==> src/design/brle_pkg.sv <==
package brle_pkg;

  // run length field width inside the engine and the largest run it holds
  localparam int LEN_BITS = 7;
  localparam logic [LEN_BITS-1:0] MAX_LEN = '1;

  // input queue between front and back
  localparam int QDEPTH = 2;
  localparam int QPTR_W = $clog2(QDEPTH);
  localparam int QCNT_W = $clog2(QDEPTH + 1);

  // bit index codes of the back end walker
  localparam logic [3:0] IDX_FIRST = 4'd0;
  localparam logic [3:0] IDX_LAST  = 4'd7;
  localparam logic [3:0] IDX_FLUSH = 4'd8;

  typedef struct packed {
    logic [7:0] data_byte;
    logic       end_of_stream;
  } in_word_t;

  typedef struct packed {
    logic       run_bit;
    logic [6:0] run_length;
    logic [7:0] code_byte;
    logic       last_of_item;
    logic       stream_done;
  } out_word_t;

  function automatic out_word_t mk_word(input logic bit_v, input logic [LEN_BITS-1:0] len);
    out_word_t        w;
    logic [LEN_BITS:0] code;
    code           = {bit_v, len};
    w.run_bit      = bit_v;
    w.run_length   = 7'(len);
    w.code_byte    = 8'(code);
    w.last_of_item = 1'b0;
    w.stream_done  = 1'b0;
    return w;
  endfunction

endpackage

==> src/design/bit_run_length_encoder_top.sv <==
// bit run-length encoder
// input channel: in_valid / in_ready / in_word carries one byte per word plus an
//   end_of_stream flag; bits are taken msb first and runs carry across bytes
// output channel: out_valid / out_ready / out_word carries one run code per word
//   (run bit, run length 1..127, packed code byte, last_of_item, stream_done)
// a run reaching 127 bits is sent at once and the next equal bit opens a new run
// a byte flagged end_of_stream closes the pending run and returns to idle
// throughput: the back end walks one bit per cycle while a byte waits at the
//   queue head and the hold stage can take codes; a final byte that leaves a run
//   open needs one extra flush step
// the hold stage keeps a code until the next code or the end of its byte; an
//   accepted byte is registered in the queue before its first bit is examined
// a two-word input queue lets new bytes arrive while the walker is busy
// a one-code hold stage waits to learn whether a code is the last of its byte,
//   then hands it to the output register
// receiver stall: the output register holds its word, the walker pauses while
//   the hold stage is full and cannot drain, and in_ready drops once the queue fills
// reset (rst_n low, synchronous): queue emptied, no run open, no output pending
module bit_run_length_encoder_top import brle_pkg::*; (
  input  logic      clk,
  input  logic      rst_n,
  input  logic      in_valid,
  output logic      in_ready,
  input  in_word_t  in_word,
  output logic      out_valid,
  input  logic      out_ready,
  output out_word_t out_word
);

  // queue head seen by the bit walker
  logic     head_valid;
  in_word_t head_word;
  logic     head_pop;

  brle_front u_front (
    .clk        (clk),
    .rst_n      (rst_n),
    .in_valid   (in_valid),
    .in_ready   (in_ready),
    .in_word    (in_word),
    .head_valid (head_valid),
    .head_word  (head_word),
    .head_pop   (head_pop)
  );

  brle_back u_back (
    .clk        (clk),
    .rst_n      (rst_n),
    .head_valid (head_valid),
    .head_word  (head_word),
    .head_pop   (head_pop),
    .out_valid  (out_valid),
    .out_ready  (out_ready),
    .out_word   (out_word)
  );

endmodule

==> src/design/brle_front.sv <==
module brle_front import brle_pkg::*; (
  input  logic     clk,
  input  logic     rst_n,
  input  logic     in_valid,
  output logic     in_ready,
  input  in_word_t in_word,
  output logic     head_valid,
  output in_word_t head_word,
  input  logic     head_pop
);

  in_word_t            q_r [QDEPTH];
  logic [QPTR_W-1:0]   wr_ptr_r, wr_ptr_nxt;
  logic [QPTR_W-1:0]   rd_ptr_r, rd_ptr_nxt;
  logic [QCNT_W-1:0]   cnt_r, cnt_nxt;
  logic                push, pop;

  assign in_ready   = (cnt_r != QCNT_W'(QDEPTH));
  assign head_valid = (cnt_r != '0);
  assign head_word  = q_r[rd_ptr_r];
  assign push       = in_valid && in_ready;
  assign pop        = head_pop && head_valid;

  always_comb begin
    wr_ptr_nxt = push ? wr_ptr_r + 1'b1 : wr_ptr_r;
    rd_ptr_nxt = pop  ? rd_ptr_r + 1'b1 : rd_ptr_r;
    case ({push, pop})
      2'b10:   cnt_nxt = cnt_r + 1'b1;
      2'b01:   cnt_nxt = cnt_r - 1'b1;
      default: cnt_nxt = cnt_r;
    endcase
  end

  always_ff @(posedge clk) begin
    if (!rst_n) begin
      wr_ptr_r <= '0;
      rd_ptr_r <= '0;
      cnt_r    <= '0;
    end else begin
      wr_ptr_r <= wr_ptr_nxt;
      rd_ptr_r <= rd_ptr_nxt;
      cnt_r    <= cnt_nxt;
    end
  end

  always_ff @(posedge clk) begin
    if (push) begin
      q_r[wr_ptr_r] <= in_word;
    end
  end

`ifndef SYNTHESIS
  a_cnt_range: assert property (@(posedge clk) disable iff (!rst_n)
    cnt_r <= QCNT_W'(QDEPTH))
    else $error("queue count out of range");
`endif

endmodule

==> src/design/brle_back.sv <==
module brle_back import brle_pkg::*; (
  input  logic      clk,
  input  logic      rst_n,
  input  logic      head_valid,
  input  in_word_t  head_word,
  output logic      head_pop,
  output logic      out_valid,
  input  logic      out_ready,
  output out_word_t out_word
);

  logic                cur_bit_r, cur_bit_nxt;
  logic [LEN_BITS-1:0] cur_len_r, cur_len_nxt;
  logic                run_open_r, run_open_nxt;
  logic [3:0]          idx_r, idx_nxt;
  logic                pend_v_r, pend_v_nxt;
  out_word_t           pend_r, pend_nxt;
  logic                out_v_r, out_v_nxt;
  out_word_t           out_r, out_nxt;

  logic                bit_val;
  logic [2:0]          bit_sel;
  logic                out_free, step, gen_v, byte_end, to_flush, mark, pend_move;
  logic                eos;
  out_word_t           gen_w;

  assign eos     = head_word.end_of_stream;
  assign bit_sel = 3'(3'd7 - idx_r[2:0]);
  assign bit_val = head_word.data_byte[bit_sel];

  always_comb begin
    out_free     = !out_v_r || out_ready;
    step         = head_valid && (!pend_v_r || out_free);
    cur_bit_nxt  = cur_bit_r;
    cur_len_nxt  = cur_len_r;
    run_open_nxt = run_open_r;
    gen_v        = 1'b0;
    gen_w        = mk_word(cur_bit_r, cur_len_r);
    byte_end     = 1'b0;
    to_flush     = 1'b0;

    if (idx_r == IDX_FLUSH) begin
      // close the run left open by the final byte
      gen_v        = 1'b1;
      byte_end     = 1'b1;
      cur_bit_nxt  = 1'b0;
      cur_len_nxt  = '0;
      run_open_nxt = 1'b0;
    end else begin
      if (run_open_r && (bit_val != cur_bit_r)) begin
        gen_v       = 1'b1;
        cur_bit_nxt = bit_val;
        cur_len_nxt = LEN_BITS'(1);
      end else if (run_open_r) begin
        cur_len_nxt = cur_len_r + 1'b1;
      end else begin
        run_open_nxt = 1'b1;
        cur_bit_nxt  = bit_val;
        cur_len_nxt  = LEN_BITS'(1);
      end
      // a run at full length goes out at once
      if (cur_len_nxt == MAX_LEN) begin
        gen_v        = 1'b1;
        gen_w        = mk_word(cur_bit_nxt, cur_len_nxt);
        run_open_nxt = 1'b0;
        cur_len_nxt  = '0;
      end
      if (idx_r == IDX_LAST) begin
        if (eos && run_open_nxt) begin
          to_flush = 1'b1;
        end else begin
          byte_end = 1'b1;
          if (eos) begin
            cur_bit_nxt  = 1'b0;
            cur_len_nxt  = '0;
            run_open_nxt = 1'b0;
          end
        end
      end
    end

    if (gen_v && byte_end) begin
      gen_w.last_of_item = 1'b1;
      gen_w.stream_done  = eos;
    end

    if (to_flush) begin
      idx_nxt = IDX_FLUSH;
    end else if (byte_end) begin
      idx_nxt = IDX_FIRST;
    end else begin
      idx_nxt = idx_r + 1'b1;
    end

    mark      = step && byte_end && !gen_v && pend_v_r && !pend_r.last_of_item;
    pend_move = pend_v_r && out_free && (pend_r.last_of_item || (step && gen_v));
    head_pop  = step && byte_end;

    pend_v_nxt = pend_v_r;
    pend_nxt   = pend_r;
    if (pend_move) begin
      pend_v_nxt = 1'b0;
    end
    if (step && gen_v) begin
      pend_v_nxt = 1'b1;
      pend_nxt   = gen_w;
    end else if (mark) begin
      pend_nxt.last_of_item = 1'b1;
      pend_nxt.stream_done  = eos;
    end

    out_v_nxt = out_v_r;
    out_nxt   = out_r;
    if (pend_move) begin
      out_v_nxt = 1'b1;
      out_nxt   = pend_r;
    end else if (out_ready) begin
      out_v_nxt = 1'b0;
    end
  end

  always_ff @(posedge clk) begin
    if (!rst_n) begin
      cur_bit_r  <= 1'b0;
      cur_len_r  <= '0;
      run_open_r <= 1'b0;
      idx_r      <= IDX_FIRST;
      pend_v_r   <= 1'b0;
      out_v_r    <= 1'b0;
    end else begin
      if (step) begin
        cur_bit_r  <= cur_bit_nxt;
        cur_len_r  <= cur_len_nxt;
        run_open_r <= run_open_nxt;
        idx_r      <= idx_nxt;
      end
      pend_v_r <= pend_v_nxt;
      out_v_r  <= out_v_nxt;
    end
  end

  always_ff @(posedge clk) begin
    pend_r <= pend_nxt;
    out_r  <= out_nxt;
  end

  assign out_valid = out_v_r;
  assign out_word  = out_r;

`ifndef SYNTHESIS
  a_idx_range: assert property (@(posedge clk) disable iff (!rst_n)
    idx_r <= IDX_FLUSH)
    else $error("bit index out of range");
  a_open_len: assert property (@(posedge clk) disable iff (!rst_n)
    run_open_r |-> (cur_len_r != '0) && (cur_len_r != MAX_LEN))
    else $error("open run length out of range");
  a_flush_ctx: assert property (@(posedge clk) disable iff (!rst_n)
    (idx_r == IDX_FLUSH) |-> run_open_r && head_valid && head_word.end_of_stream)
    else $error("flush step without open run at end of stream");
  a_done_last: assert property (@(posedge clk) disable iff (!rst_n)
    (pend_v_r && pend_r.stream_done) |-> pend_r.last_of_item)
    else $error("stream end code not marked last");
`endif

endmodule

==> config.mk <==
export PLATFORM = sky130hd
export DESIGN_NAME = bit_run_length_encoder_top
export DESIGN_NICKNAME = d
export VERILOG_FILES = /design/src/design/brle_pkg.sv /design/src/design/bit_run_length_encoder_top.sv /design/src/design/brle_front.sv /design/src/design/brle_back.sv
export SDC_FILE = /design/constraint.sdc
export NUM_CORES = 1
export LEC_CHECK = 0
export BUFFER_PORTS_ARGS = -buffer_cell sky130_fd_sc_hd__buf_2
export CORE_UTILIZATION = 60
export CTS_CLUSTER_SIZE = 12
export DETAILED_ROUTE_END_ITERATION = 10
export PLACE_DENSITY = 0.82
export SLEW_MARGIN = 20
export SYNTH_ARGS = -nofsm -noshare
export SYNTH_HDL_FRONTEND = slang
export SYNTH_HIERARCHICAL = 1
export SYNTH_SLANG_ARGS = --single-unit
==> constraint.sdc <==
create_clock -name clk -period 8.2 [get_ports clk]
set_clock_uncertainty 0.05 [all_clocks]
set_input_delay 1.23 -clock clk [delete_from_list [all_inputs] [get_ports clk]]
set_output_delay 1.23 -clock clk [all_outputs]
set_load 0.1 [all_outputs]
# Yosys cells after proc, flatten, opt, wreduce, memory -nomap -nowiden
# Memory sizes are Yosys's and may differ from the RTL's. A register that Yosys moved wholly into a read port is not among the register bits.
# Index checks and enable logic that the tools add are counted.
# classes
addsub,7
multipliers,0
n_div,0
order_cmp,1
eq_ne,7
shift,0
n_mux,48
n_bitwise,0
reduce_logical,25
# ops
op,n
$mux 7,8
$mux 18,2
$mux 1,31
$logic_and 1x1->1,13
$reduce_bool 2->1,5
$mux 4,2
$add 7x1->7 const B,1
$eq 7x7->1 const B,1
$mux 2,3
$add 4x1->4 const B,1
$eq 4x3->1 const B,1
$eq 4x4->1 const B,1
$logic_not 1->1,4
$lt 3x4->1 const B,1
$pmux 2 s2,1
$bmux 1 s3,1
$logic_or 1x1->1,3
$sub 3x3->3 const A,1
$add 1x1->1 const B,2
$add 2x1->2 const B,1
$eq 2x1->1 const B,1
$eq 2x2->1 const B,1
$ne 2x2->1 const B,1
$sub 2x1->2 const B,1
$ne 1x1->1,1
# totals
register_bits,55
latch_bits,0
mem_bits_rw,18
rom_bits,0
inputBits,13
output_inout_bits,20
wordCells,108
memories,1
# memory_table
memory,words,width,read_ports,rd_ports_with_merged_regs,write_ports,line,rtl
u_front.q_r,2,9,1,1,1,brle_front.sv:12,in_word_t q_r [QDEPTH];

# Logic depth before layout (Yosys ltp)
# logic_depth
word_depth,20
mapped_depth,13
ltp_nobuf,12

# Modules after synthesis
# Netlist, hierarchy kept.
# by_module_without_submodules
module,instances,cells_each,area_each_um2,seq_area_each_um2
brle_back,1,170,1793.0,900.9
brle_front,1,52,882.1,640.6

# Worst setup path after synthesis
# No wires, ideal clock.
# synth_path
kind,register to register
startpoint,reg u_back.cur_len_r[0]
endpoint,reg u_front.cnt_r[1]
setup_ns,0.070
arrival_time_ns,2.955
t_required_ns,8.080
setup_slack_ns,5.125
stages_incl_launch_ff,12
n_path_buf,0
period_less_slack_ns,3.075
path_cell_list,dfxtp_1 -> ha_1 -> nand2_1 -> or3_4 -> a2111oi_4 -> o211ai_2 -> a21oi_2 -> o21a_1 -> o21a_1 -> ha_1 -> or3_1 -> a21boi_1
# synth_between
elab_chain_cells,15
elab_cells_between_ends,17
cone_classes,add/sub (1); eq/ne (3); mux (9); reduce/logical (4)
# synth_rtl
item,line,rtl
"start, declared",brle_back.sv:13,"logic [LEN_BITS-1:0] cur_len_r, cur_len_nxt;"
"start signal, assigned",brle_back.sv:133,cur_len_r <= cur_len_nxt;
$add 7x1->7 (*),brle_back.sv:55,cur_len_nxt = cur_len_r + 1'b1;
$mux 7 (*),brle_back.sv:54,end else if (run_open_r) begin
$mux 7 (*),brle_back.sv:50,if (run_open_r && (bit_val != cur_bit_r)) begin
$mux 7 (*),brle_back.sv:42,if (idx_r == IDX_FLUSH) begin
$eq 7x7->1 (*),brle_back.sv:62,if (cur_len_nxt == MAX_LEN) begin
$mux 1 (*),brle_back.sv:62,
$mux 1 (*),brle_back.sv:42,
$logic_and 1x1->1 (*),brle_back.sv:69,if (eos && run_open_nxt) begin
$mux 1 (*),brle_back.sv:69,
$mux 1 (*),brle_back.sv:68,if (idx_r == IDX_LAST) begin
$mux 1 (*),brle_back.sv:42,
$logic_and 1x1->1 (*),brle_back.sv:97,head_pop = step && byte_end;
via head_pop,bit_run_length_encoder_top.sv:33,logic head_pop;
$logic_and 1x1->1 (*),brle_front.sv:22,assign pop = head_pop && head_valid;
via u_front.pop,brle_front.sv:16,"logic push, pop;"
$eq 2x1->1 or $eq 2x2->1 (tied branches),brle_front.sv:27,"case ({push, pop})"
$pmux 2 s2 or $reduce_bool 2->1 (tied branches),-,
"end signal, assigned",brle_front.sv:42,cnt_r <= cnt_nxt;
"end, declared",brle_front.sv:15,"logic [QCNT_W-1:0] cnt_r, cnt_nxt;"
# The timed path passes the listed nets; every way through them passes the cells marked *. The select of a mux whose other input is x is not followed.
# A chain may end at the register's enable or synchronous reset.

# Worst setup path after layout
# Same ends and word-level chain as after synthesis.

==> metrics.md <==
| Metric | Value |
|---|---|
| Status | `finished clean` |
| CTS root buffer | `clkbuf_8` |
| DRC violations left | `0` |
| Vias in the first global route | `1600` |
| Synthesized area | `0.00268 mm²` |
| Post-synth EDFFs | `38` |
| CP required | `8.41 ns` |
| Pleak | `1.07 nW` |
| Seq cells post-synth | `58` |
| Total gr overflow | `0` |
| Dpl cells | `283` |
| Worst R2R Path Depth | `11` |
| Setup Crit Path Kind | `reg2reg` |
| Post-route ant nets | `0` |
| RD Place Congestion | `0.953` |
| Min cycle time layout | `3.36 ns` |
| Syn Area/Cell | `12.0 µm²` |
| CP max FO | `7` |
| Area Overhead vs Synth | `11.4%` |
| Drt first pass iters | `4` |
| Detailed Route WL | `4570 µm` |
| Row count | `23` |
| Final Setup Violations | `0` |
| Die Width | `68.8 µm` |
| Vias per cell | `5.75` |
| Clk_lat worst skew | `0.33 ns` |
| Clock Sinks | `58` |
| Initial core utilization | `0.646` |
| Final non-filler cell total | `299` |
| Most common cell after layout, fill and taps aside | `edfxtp_1` |
| PwrDens | `226 mW/mm²` |
| Die H | `68.8 µm` |
| FF-to-FF setup slack | `4.84 ns` |
| Most frequent cells in the layout | `edfxtp_1, buf_2, dfxtp_1` |
| CTS tree | `built` |
| Synth warn | `6` |
| CTS Buf Count | `9` |
| Peak VDD IR | `172 µV` |
| Ys async rst share | `0` |
| All-layer global routing usage | `0.235` |
| Syn nets | `239` |
| DRT iter0 DRCs | `108` |
| Final #Nets | `261` |
| Final Hold Violating Endpoints | `0` |
| CP endpoint kind | `register` |
| Fmax | `0.298 GHz` |
| Vias | `1720` |
| WHS | `0.368 ns` |
| Final Util | `0.719` |
| CP Data Arrival Time | `3.57 ns` |
| Area of the multi-input gates | `985 µm²` |
| Sequential area share after synthesis | `0.576` |
| Reg2reg start | `u_back/cur_len_r[0]` |
| Hold Crit Start | `u_back/pend_r[0]` |
| Core Area | `0.00414 mm²` |
| CTS H-tree lvls | `3` |
| Worst Hold Class | `reg2reg` |
| Post-DR wirelength/cell | `15.3 µm` |
| First-pass GRT wire length | `7630 µm` |
| Synth Flop Type | `edfxtp_1` |
| DIE AREA | `0.00473 mm²` |
| Hold-critical path depth | `0` |
| Postcts setup bufs | `0` |
| Share of layout cells above drive strength 1 | `0.285` |
| Setup TNS | `0 ns` |
| Number of I/O pins | `33` |
| Part of the cycle the worst path needs | `0.410` |
| Relative slew slack | `0.535` |
| Mapped Cells | `222` |
| Diode count | `0` |
| Reg-to-Reg End | `u_front/cnt_r[1]` |
| Clock tree buffer depth | `2` |
| HPWL Detailed | `3050 µm` |
| Antenna violations before repair | `0` |
| Post-cts sizing count | `0` |
| Startpoint types | `register` |
| Measured slew at the worst slew-check pin | `0.695 ns` |
| Synth unique cells | `56` |
| FF+latch area | `0.00154 mm²` |
| Largest net degree at the start of global routing | `17` |
| Hold Buf Count CTS | `0` |
| Buffers added on ports | `32` |
| Clock slew at reported path FFs | `0.06 ns` |
| Fillers | `290` |
| Max-cap check violation count | `0` |
| Slew Viols, Final | `0` |
| Min-Delay Endpoint | `u_back/out_word[0]` |
| RSZ-0062 raised after global routing | `no` |
-- kinds of logic (layout without fill, tap and decap cells) --
| group | Yosys count | count (layout) | synth area share |
|---|---|---|---|
| AO/OA/AOI/OAI | 47 | 47 | 0.144 |
| XOR/XNOR | 3 | 3 | 0.00982 |
| adder cells (fa/ha/maj) | 4 | 4 | 0.0187 |
| buffers and inverters | 28 | 55 | 0.0557 |
| flip-flops | 58 | 58 | 0.576 |
| multiplexers | 15 | 15 | 0.0613 |
| AND/OR/NAND/NOR | 67 | 67 | 0.135 |
-- cells in the mapped netlist, drive strengths merged (5+ instances only) --
cell | number | share of area
nor2 | 14 | 0.021
dfxtp | 20 | 0.15
buf | 15 | 0.037
nand2 | 19 | 0.027
clkbuf | 6 | 0.0084
edfxtp | 38 | 0.43
inv | 7 | 0.0098
mux2 | 11 | 0.046
nand3 | 5 | 0.011
nand2b | 5 | 0.012
a21boi | 5 | 0.014
a21oi | 12 | 0.028
-- layout make-up --
cell class,count,share of cell area
clock inverters,5,0.0176
clock buffers,11,0.0508
repair buffers,32,0.0538
multi-input cells,136,0.331
well taps,50,0.0210
flip-flops and latches,58,0.517
inverters,7,0.00882
-- power by group --
| part | switching, mW | internal (mW) |
|---|---|---|
| clock | 0.108 | 0.155 |
| combinational | 0.0465 | 0.0238 |
| sequential | 0.0121 | 0.327 |
| total | 0.166 | 0.506 |
-- layer usage --
layer / GRT usage / share of wire
met5: 0 / 0
met4: 0.148 / 0.027
met3: 0.0641 / 0.047
met2: 0.349 / 0.46
met1: 0.303 / 0.47
-- sequential cells by signal (all words and copies together), names as in the netlist, named ones only --
signal and flops:
u_back/cur_bit_r 1, u_back/cur_len_r 7, u_back/idx_r 4, u_back/out_valid 1
u_back/out_word 10, u_back/pend_r 10, u_back/pend_v_r 1, u_back/run_open_r 1
u_front/cnt_r 2, u_front/q_r 18, u_front/rd_ptr_r 1, u_front/wr_ptr_r 1
-- per-stage QoR --
step	setup slack [ns]	cell area (µm²)	power, mW
CTS	4.85	2980	0.677
detailed placement	4.86	2780	0.415
finish	4.84	2980	0.672
global route	4.64	2980	0.699
global placement	4.95	2780	0.413
floorplan	5.12	2680	0.399
-- worst max-delay path by stage --
stage,from,to
floorplan,u_back/cur_len_r[0],u_front/cnt_r[1]
global placement,u_back/cur_len_r[0],u_front/cnt_r[1]
detailed placement,u_back/cur_len_r[0],u_front/cnt_r[1]
CTS,u_back/cur_len_r[0],u_front/cnt_r[1]
global route,u_back/cur_len_r[0],u_front/cnt_r[1]
finish,u_back/cur_len_r[0],u_front/cnt_r[1]
-- worst max-delay path: stages (launching register included) --
cell	delay, ns
dfxtp_1	0.42
ha_1	0.24
nand2_1	0.08
or3_4	0.39
a2111oi_4	0.54
o211ai_2	0.27
a21oi_2	0.28
o21a_1	0.14
o21a_1	0.15
ha_1	0.27
or3_1	0.35
a21boi_1	0.14
Note: power is estimated with default switching activity, not from simulation.
